===== src/rtl/pa_pkg.sv =====
// Shared types and codes for the primitive assembly block.
package pa_pkg;

	localparam logic [1:0] CMD_CONT  = 2'd0;
	localparam logic [1:0] CMD_START = 2'd1;
	localparam logic [1:0] CMD_SCOPE = 2'd2;

	localparam logic [2:0] TOPO_QUADS   = 3'd0;
	localparam logic [2:0] TOPO_QSTRIP  = 3'd1;
	localparam logic [2:0] TOPO_TRIS    = 3'd2;
	localparam logic [2:0] TOPO_TSTRIP  = 3'd3;
	localparam logic [2:0] TOPO_FAN     = 3'd4;
	localparam logic [2:0] TOPO_RESET   = TOPO_TRIS;

	localparam logic KIND_VERTEX = 1'b0;
	localparam logic KIND_TRI    = 1'b1;

	localparam int QDEPTH = 2;

	typedef struct packed {
		logic [31:0] pos_x;
		logic [31:0] pos_y;
		logic [31:0] tex_u;
		logic [31:0] tex_v;
		logic [31:0] color;
	} vertex_t;

	typedef struct packed {
		logic [31:0] a;
		logic [31:0] b;
		logic [31:0] c;
	} tri_t;

	// One burst of results: nv vertex records, then nt triangles.
	typedef struct packed {
		vertex_t [3:0] verts;
		tri_t [1:0]    tris;
		logic [2:0]    nv;
		logic [1:0]    nt;
	} job_t;

endpackage


===== src/rtl/pa_front.sv =====
// Front end: takes input beats, tracks strip state and builds result jobs.
module pa_front (
	input  logic            clk,
	input  logic            arst_n,
	input  logic [2:0]      topology,
	input  logic            in_fire,
	input  logic [1:0]      command,
	input  pa_pkg::vertex_t cur,
	output logic            push,
	output pa_pkg::job_t    job
);
	import pa_pkg::*;

	logic [31:0] vcnt_q;
	logic [2:0]  count_q;
	logic [31:0] base_q;
	vertex_t     pend_q [3];

	logic        is_vert;
	logic [2:0]  k;
	logic [2:0]  nx;
	logic [31:0] b;
	logic [31:0] base_nx;

	function automatic logic [2:0] advance(input logic [2:0] v);
		logic [2:0] n;
		n = v + 3'd1;
		if (n >= 3'd5)
			n = 3'd3;
		return n;
	endfunction

	always_comb begin
		is_vert = (command == CMD_CONT || command == CMD_START) && topology <= TOPO_FAN;
		k       = (command == CMD_START) ? 3'd0 : count_q;
		b       = vcnt_q;
		nx      = k;
		base_nx = base_q;
		job     = '0;
		unique case (topology)
			TOPO_QUADS: begin
				if (k >= 3'd3) begin
					job.verts = {cur, pend_q[2], pend_q[1], pend_q[0]};
					job.nv = 3'd4;
					job.nt = 2'd2;
					job.tris[0] = '{b, b + 32'd1, b + 32'd2};
					job.tris[1] = '{b, b + 32'd2, b + 32'd3};
					nx = 3'd0;
				end else begin
					nx = k + 3'd1;
				end
			end
			TOPO_QSTRIP: begin
				if (k >= 3'd3 && k[0]) begin
					job.verts = {cur, pend_q[2], pend_q[1], pend_q[0]};
					job.nv = 3'd4;
					job.nt = 2'd2;
					job.tris[0] = '{b, b + 32'd1, b + 32'd3};
					job.tris[1] = '{b, b + 32'd3, b + 32'd2};
				end
				nx = advance(k);
			end
			TOPO_TRIS: begin
				if (k >= 3'd2) begin
					job.verts = {160'd0, cur, pend_q[2], pend_q[1]};
					job.nv = 3'd3;
					job.nt = 2'd1;
					job.tris[0] = '{b, b + 32'd1, b + 32'd2};
					nx = 3'd0;
				end else begin
					nx = k + 3'd1;
				end
			end
			TOPO_TSTRIP, TOPO_FAN: begin
				if (k == 3'd2) begin
					job.verts = {160'd0, cur, pend_q[2], pend_q[1]};
					job.nv = 3'd3;
					job.nt = 2'd1;
					job.tris[0] = '{b, b + 32'd1, b + 32'd2};
					if (topology == TOPO_FAN)
						base_nx = b;
				end else if (k > 3'd2) begin
					job.verts[0] = cur;
					job.nv = 3'd1;
					job.nt = 2'd1;
					if (topology == TOPO_FAN)
						job.tris[0] = '{base_q, b - 32'd1, b};
					else if (k[0])
						job.tris[0] = '{b - 32'd1, b - 32'd2, b};
					else
						job.tris[0] = '{b - 32'd2, b - 32'd1, b};
				end
				nx = advance(k);
			end
			default: begin
				nx = count_q;
			end
		endcase
		push = in_fire && is_vert && job.nt != 2'd0;
	end

	always_ff @(posedge clk or negedge arst_n) begin
		if (!arst_n) begin
			vcnt_q  <= '0;
			count_q <= '0;
			base_q  <= '0;
		end else if (in_fire) begin
			if (command == CMD_SCOPE) begin
				vcnt_q  <= '0;
				count_q <= '0;
				base_q  <= '0;
			end else if (is_vert) begin
				vcnt_q  <= vcnt_q + 32'(job.nv);
				count_q <= nx;
				base_q  <= base_nx;
			end
		end
	end

	always_ff @(posedge clk) begin
		if (in_fire && is_vert) begin
			pend_q[0] <= pend_q[1];
			pend_q[1] <= pend_q[2];
			pend_q[2] <= cur;
		end
	end

endmodule


===== src/rtl/pa_queue.sv =====
// Two-entry job queue between front and back end.
module pa_queue (
	input  logic         clk,
	input  logic         arst_n,
	input  logic         push,
	input  pa_pkg::job_t wr_job,
	input  logic         pop,
	output logic         full,
	output logic         not_empty,
	output pa_pkg::job_t rd_job
);
	import pa_pkg::*;

	localparam int PW = $clog2(QDEPTH);

	job_t             mem_q [QDEPTH];
	logic [PW-1:0]    wr_ptr_q;
	logic [PW-1:0]    rd_ptr_q;
	logic [PW:0]      count_q;

	assign full      = count_q == (PW+1)'(QDEPTH);
	assign not_empty = count_q != '0;
	assign rd_job    = mem_q[rd_ptr_q];

	always_ff @(posedge clk or negedge arst_n) begin
		if (!arst_n) begin
			wr_ptr_q <= '0;
			rd_ptr_q <= '0;
			count_q  <= '0;
		end else begin
			if (push)
				wr_ptr_q <= (wr_ptr_q == PW'(QDEPTH - 1)) ? '0 : wr_ptr_q + PW'(1);
			if (pop)
				rd_ptr_q <= (rd_ptr_q == PW'(QDEPTH - 1)) ? '0 : rd_ptr_q + PW'(1);
			if (push && !pop)
				count_q <= count_q + (PW+1)'(1);
			else if (pop && !push)
				count_q <= count_q - (PW+1)'(1);
		end
	end

	always_ff @(posedge clk) begin
		if (push)
			mem_q[wr_ptr_q] <= wr_job;
	end

endmodule


===== src/rtl/pa_back.sv =====
// Back end: walks the head job and emits one result beat per cycle unless stalled.
module pa_back (
	input  logic         clk,
	input  logic         arst_n,
	input  logic         job_valid,
	input  pa_pkg::job_t job,
	output logic         pop,
	output logic         out_valid,
	input  logic         out_stall,
	output logic         kind,
	output logic [31:0]  out_pos_x,
	output logic [31:0]  out_pos_y,
	output logic [31:0]  out_tex_u,
	output logic [31:0]  out_tex_v,
	output logic [31:0]  out_color,
	output logic [31:0]  index_a,
	output logic [31:0]  index_b,
	output logic [31:0]  index_c,
	output logic         last_of_run
);
	import pa_pkg::*;

	logic [2:0] step_q;
	logic       valid_q;
	logic       take;
	logic [2:0] total;
	logic [2:0] tsel;
	logic       is_tri;
	logic       last;
	vertex_t    v_sel;
	tri_t       t_sel;

	always_comb begin
		take   = job_valid && (!valid_q || !out_stall);
		total  = job.nv + 3'(job.nt);
		tsel   = step_q - job.nv;
		is_tri = step_q >= job.nv;
		last   = step_q == total - 3'd1;
		v_sel  = is_tri ? '0 : job.verts[step_q[1:0]];
		t_sel  = is_tri ? job.tris[tsel[0]] : '0;
		pop    = take && last;
	end

	always_ff @(posedge clk or negedge arst_n) begin
		if (!arst_n) begin
			valid_q <= 1'b0;
			step_q  <= '0;
		end else begin
			if (take)
				valid_q <= 1'b1;
			else if (!out_stall)
				valid_q <= 1'b0;
			if (take)
				step_q <= last ? 3'd0 : step_q + 3'd1;
		end
	end

	always_ff @(posedge clk) begin
		if (take) begin
			kind        <= is_tri ? KIND_TRI : KIND_VERTEX;
			out_pos_x   <= v_sel.pos_x;
			out_pos_y   <= v_sel.pos_y;
			out_tex_u   <= v_sel.tex_u;
			out_tex_v   <= v_sel.tex_v;
			out_color   <= v_sel.color;
			index_a     <= t_sel.a;
			index_b     <= t_sel.b;
			index_c     <= t_sel.c;
			last_of_run <= last;
		end
	end

	assign out_valid = valid_q;

endmodule


===== src/rtl/primitive_assembly.sv =====
// Top level of the primitive assembly block: topology register and front/queue/back.
//
//  channel  | handshake             | payload
//  ---------+-----------------------+------------------------------------------
//  input    | in_valid / in_stall   | command, pos_x, pos_y, tex_u, tex_v, color
//  output   | out_valid / out_stall | kind, out_* vertex words, index_a..c, last_of_run
//  config   | cfg_valid / cfg_ready | topology
//
// An input beat is taken every cycle while the two-entry job queue has room.
// The back end sends one result per cycle unless stalled; an item that causes
// n results holds the output until all are sent (quad strip: three per vertex).
// Reset clears counters, queue and output valid; topology returns to triangles.
// An output stall holds the output register; the queue absorbs up to two jobs.
module primitive_assembly (
	input  logic        clk,
	input  logic        arst_n,
	input  logic        cfg_valid,
	output logic        cfg_ready,
	input  logic [2:0]  topology,
	input  logic        in_valid,
	output logic        in_stall,
	input  logic [1:0]  command,
	input  logic [31:0] pos_x,
	input  logic [31:0] pos_y,
	input  logic [31:0] tex_u,
	input  logic [31:0] tex_v,
	input  logic [31:0] color,
	output logic        out_valid,
	input  logic        out_stall,
	output logic        kind,
	output logic [31:0] out_pos_x,
	output logic [31:0] out_pos_y,
	output logic [31:0] out_tex_u,
	output logic [31:0] out_tex_v,
	output logic [31:0] out_color,
	output logic [31:0] index_a,
	output logic [31:0] index_b,
	output logic [31:0] index_c,
	output logic        last_of_run
);
	import pa_pkg::*;

	logic [2:0] topo_q;
	logic       in_fire;
	logic       push;
	logic       pop;
	logic       full;
	logic       not_empty;
	job_t       wr_job;
	job_t       rd_job;
	vertex_t    cur;

	assign cfg_ready = 1'b1;
	assign in_stall  = full;
	assign in_fire   = in_valid && !full;
	assign cur       = '{pos_x, pos_y, tex_u, tex_v, color};

	always_ff @(posedge clk or negedge arst_n) begin
		if (!arst_n)
			topo_q <= TOPO_RESET;
		else if (cfg_valid && cfg_ready)
			topo_q <= topology;
	end

	pa_front u_front (
		.clk      (clk),
		.arst_n   (arst_n),
		.topology (topo_q),
		.in_fire  (in_fire),
		.command  (command),
		.cur      (cur),
		.push     (push),
		.job      (wr_job)
	);

	pa_queue u_queue (
		.clk       (clk),
		.arst_n    (arst_n),
		.push      (push),
		.wr_job    (wr_job),
		.pop       (pop),
		.full      (full),
		.not_empty (not_empty),
		.rd_job    (rd_job)
	);

	pa_back u_back (
		.clk         (clk),
		.arst_n      (arst_n),
		.job_valid   (not_empty),
		.job         (rd_job),
		.pop         (pop),
		.out_valid   (out_valid),
		.out_stall   (out_stall),
		.kind        (kind),
		.out_pos_x   (out_pos_x),
		.out_pos_y   (out_pos_y),
		.out_tex_u   (out_tex_u),
		.out_tex_v   (out_tex_v),
		.out_color   (out_color),
		.index_a     (index_a),
		.index_b     (index_b),
		.index_c     (index_c),
		.last_of_run (last_of_run)
	);

endmodule

===== config.mk =====
export PLATFORM = sky130hd
export DESIGN_NAME = primitive_assembly
export DESIGN_NICKNAME = d
export VERILOG_FILES = /design/src/rtl/pa_pkg.sv /design/src/rtl/pa_front.sv /design/src/rtl/pa_queue.sv /design/src/rtl/pa_back.sv /design/src/rtl/primitive_assembly.sv
export SDC_FILE = /design/constraint.sdc
export NUM_CORES = 2
export LEC_CHECK = 0
export BUFFER_PORTS_ARGS = -buffer_cell sky130_fd_sc_hd__buf_2
export CORE_ASPECT_RATIO = 1.25
export CORE_MARGIN = 2
export CORE_UTILIZATION = 50
export DETAILED_ROUTE_END_ITERATION = 8
export GPL_ROUTABILITY_DRIVEN = 0
export PLACE_DENSITY = 0.67
export RECOVER_POWER = 25
export SYNTH_ARGS = -nofsm -noshare
export SYNTH_HDL_FRONTEND = slang
export SYNTH_HIERARCHICAL = 1
export SYNTH_SLANG_ARGS = --single-unit

===== constraint.sdc =====
create_clock -name clk -period 101.6 [get_ports clk]
set_input_delay 20.32 -clock clk [delete_from_list [all_inputs] [get_ports clk]]
set_output_delay 20.32 -clock clk [all_outputs]
set_load 0.01 [all_outputs]

==> impl_metrics.py <==
metrics = {
    "worst_setup_path": {
        "worstPathArrival_ns": 30.02,
        "startpoint": "out_stall",
        "cp_common_cell": "clkbuf_1",
        "end_kind": "flop",
        "crit_type": "in2reg",
        "cp_num_buf_inv": 3,
        "critPathLaunchType": "input port",
        "rr_startpoint": "u_queue/rd_ptr_q",
        "critPathRequiredTime_ns": 102.05,
        "cpMaxStageDelayCell": "clkbuf_1",
        "cp_max_fo": 118,
        "critPathMaxStageDelay_ns": 6.25,
        "crit_family": "buffers and inverters",
        "cp_cell_sequence": "clkbuf_1, a21boi_0, clkbuf_1, clkbuf_1",
    },
    "floorplanning": {
        "num_rows": 189,
        "die_h_um": 520,
        "dieArea_um2": 217000,
        "coreArea_um2": 212000,
        "initial_core_util": 0.503,
        "die_x_um": 417,
        "num_io_pins": 431,
    },
    "global_routing": {
        "grt_max_degree": 176,
        "grt_pass1_vias": 61800,
        "grt_pass1_wl_mm": 393,
        "antenna_found_initial": 37,
        "grt.overflow.total": 0,
        "grt_usage": 0.239,
    },
    "yosys": {
        "synthArstFlopShare": 0.0313,
        "synth_enable_flop_cells": 2412,
        "yosysUniqueCellTypes": 93,
        "ys_seq_area_frac": 0.698,
        "ys.flop_type": "edfxtp_1",
        "synth_area_leaders": "edfxtp_1, mux2_2, mux4_2",
        "yosys_warnings": 6,
        "syn_avg_cell_area_um2": 16.4,
        "netlist_area_um2": 106000,
        "synth_top_area_cell": "edfxtp_1",
        "syn_inst": 6513,
        "synth_seq_cells": 2490,
        "synth_top_area_share": 0.680,
        "synth_nets": 6703,
    },
    "routing": {
        "vias": 61400,
        "drt_iter0_markers": 7526,
        "drt-total-wl_mm": 265,
        "avgRoutedWirePerCell_um": 27.1,
        "drc": 0,
        "viasPerCell": 6.27,
        "ant_nets": 0,
        "drt_first_pass_iters": 8,
    },
    "clock_network": {
        "post_cts_buffers": 0,
        "clkLatencyLatePin_ns": 0.93,
        "clk_pin_slew_ns": 0.06,
        "clkSinkCount": 2490,
        "htree_levels": 4,
        "cts_resized": 0,
        "cts_buffers": 240,
        "cts_root_buf": "clkbuf_16",
        "cts_tree": "done",
        "holdBufCountCts": 0,
        "cts.path.max_buffers": 4,
    },
    "layout": {
        "drive_gt1_frac": 0.227,
        "area_growth_pct": 10.6,
        "nets": 7006,
        "fin_cells": 9798,
    },
    "sta": {
        "relSlewSlack": -5.13,
        "hold_violations": 0,
        "holdWs_ns": 0.427,
        "period_share": 0.291,
        "drv_slew": 775,
        "layout_min_cycle_time_ns": 29.58,
        "setup_tns_ns": 0,
        "finalSetupViolations": 0,
        "rsz0062_at_grt": "false",
        "fin_worst_skew_ns": 0.0798,
        "tightest_slew_ns": 9.19,
        "timing.fmax_mhz": 33.8,
    },
    "pwr": {
        "p_leak_uw": 0.0399,
        "power.switching_uw": 894,
        "p_seq_frac": 0.443,
        "clkPwrFrac": 0.293,
        "pwr_density_cell_nw_per_um2": 25.5,
        "switching_share": 0.298,
        "combinationalPowerShare": 0.264,
        "finalPower_uw": 3000,
        "p_int_uw": 2110,
        "ir_drop_mv": 0.0309,
    },
    "status": {
        "status": "finished with violations",
        "violations": "max-capacitance violations, max-slew violations",
    },
    "placement": {
        "portBuffers": 429,
        "hpwlAfterDp_mm": 152,
        "dp.cells": 9342,
    },
    "hold_path": {
        "hold_class": "reg2reg",
        "hold_start": "u_front/pend_q[0][315]",
    },
    "job": {
        "drv_cap": 13,
    },
}
==> cell usage in the layout, fill, tap and decap left out, types with 21 or more instances in the layout <==
cell type,netlist,layout
mux2i_1,98,98
nand3_1,69,69
inv_1,152,152
and2_1,176,50
mux4_2,160,160
a22oi_1,26,26
xnor2_1,32,32
edfxtp_1,2412,2412
o21ai_0,144,142
xor2_1,24,24
mux2_2,839,838
and2_0,0,125
a31oi_1,35,35
nor2_1,285,285
clkinv_1,2,62
a22o_1,334,334
o21a_1,24,22
clkinv_2,0,44
nor3_1,60,61
dfrtp_1,77,75
and3_1,194,194
a211oi_1,22,21
clkbuf_16,0,241
buf_2,118,76
bufinv_16,0,24
a21oi_1,195,195
o22ai_1,30,30
clkbuf_1,242,400
buf_4,14,104
a222oi_1,152,152
nand4_1,29,29
nand2_1,185,185
==> power by group through the flow <==
stage / combinational [µW] / clock (µW) / sequential (µW)
3_3_place_gp: 803 / 0 / 1340
6_report: 794 / 879 / 1330
4_1_cts: 815 / 896 / 1320
2_1_floorplan: 556 / 0 / 1390
5_1_grt: 849 / 932 / 1340
3_5_place_dp: 812 / 0 / 1340
==> cells by family (layout without fill, tap and decap cells) <==
| logic type | count (synthesis) | after routing | share of synthesized area |
|---|---|---|---|
| xor+xnor | 56 | 56 | 0.00461 |
| other cells | 1 | 19 | 0.0000352 |
| buf+inv | 651 | 1149 | 0.0314 |
| compound gates | 1087 | 1087 | 0.0767 |
| simple gates | 1110 | 1110 | 0.0545 |
| fa+ha+maj | 20 | 20 | 0.00242 |
| flops | 2490 | 2490 | 0.698 |
| mux | 1098 | 1098 | 0.132 |
==> worst reg2reg max path, cell delays in order (launching register included) <==
cell	delay, ns
dfrtp_1	1.74
clkbuf_1	2.87
mux2_1	0.53
inv_1	0.06
ha_1	0.33
a21oi_4	0.13
clkbuf_1	2.57
clkbuf_1	2.83
nor2_1	0.81
==> routing by layer <==
metal / global-route usage / part of all wire / wire [µm] / vias up
met1: 0.309 / 0.39 / 103000 / 31400
li1: - / - / - / 26500
met5: 0 / 0.00031 / 82 / -
met4: 0.109 / 0.047 / 12500 / 14
met3: 0.0358 / 0.070 / 18700 / 696
met2: 0.400 / 0.49 / 131000 / 2871
==> stage by stage <==
step | instance area (µm²) | setup WS, ns | utilization
6_report | 118000 | 72.02 | 0.556
5_1_grt | 118000 | 71.21 | 0.556
4_1_cts | 118000 | 74.61 | 0.558
3_5_place_dp | 111000 | 73.66 | 0.522
3_3_place_gp | 111000 | 73.72 | 0.522
2_1_floorplan | 106000 | 22.79 | -
==> registers in the layout, indices dropped and copies added, names as in the netlist <==
| name | count |
|---|---|
| topo_q | 3 |
| u_back/index_a | 32 |
| u_back/index_b | 32 |
| u_back/index_c | 32 |
| u_back/kind | 1 |
| u_back/last_of_run | 1 |
| u_back/out_color | 32 |
| u_back/out_pos_x | 32 |
| u_back/out_pos_y | 32 |
| u_back/out_tex_u | 32 |
| u_back/out_tex_v | 32 |
| u_back/out_valid | 1 |
| u_back/step_q | 3 |
| u_front/b | 32 |
| u_front/base_q | 32 |
| u_front/count_q | 3 |
| u_front/pend_q | 480 |
| u_queue/count_q | 2 |
| u_queue/mem_q | 1674 |
| u_queue/rd_ptr_q | 1 |
| u_queue/wr_ptr_q | 1 |
==> path summary, 6_finish.rpt <==
path	endpoint	slack [ns]	cells after the start
min	u_front/pend_q[0][155]	0.43	0
max in group asynchronous	u_back/step_q[1]	77.33	2
max	u_back/index_c[29]	72.02	4
min in group asynchronous	u_front/b[31]	20.03	1
min reg2reg	u_front/pend_q[0][155]	0.43	0
max reg2reg	u_back/index_a[17]	89.18	8
==> cells in the mapped netlist, types with 29 or more instances <==
master and count:
clkbuf_1 242, and2_1 176, nor3_1 60, inv_1 152, dfrtp_1 77, xnor2_1 32, buf_6 93, nand2_1 185
a22o_1 334, and3_1 194, o21ai_0 144, a31oi_1 35, buf_2 118, a222oi_1 152, edfxtp_1 2412, a21oi_1 195
mux4_2 160, nand3_1 69, nor2_1 285, mux2i_1 98, mux2_2 839, o22ai_1 30, nand4_1 29
==> final cells by class <==
class                           count  area, µm²
Tap cell                         2769       3460
Timing Repair Buffer              555       2740
Multi-Input combinational cell   3372      28900
Clock inverter                    155       1440
Clock buffer                      282       6230
Inverter                          157        604
Sequential cell                  2490      74400
Antenna cell                       18       45.0
Fill cell                       16700      94100
No activity file was read; power rests on OpenSTA's default activity.
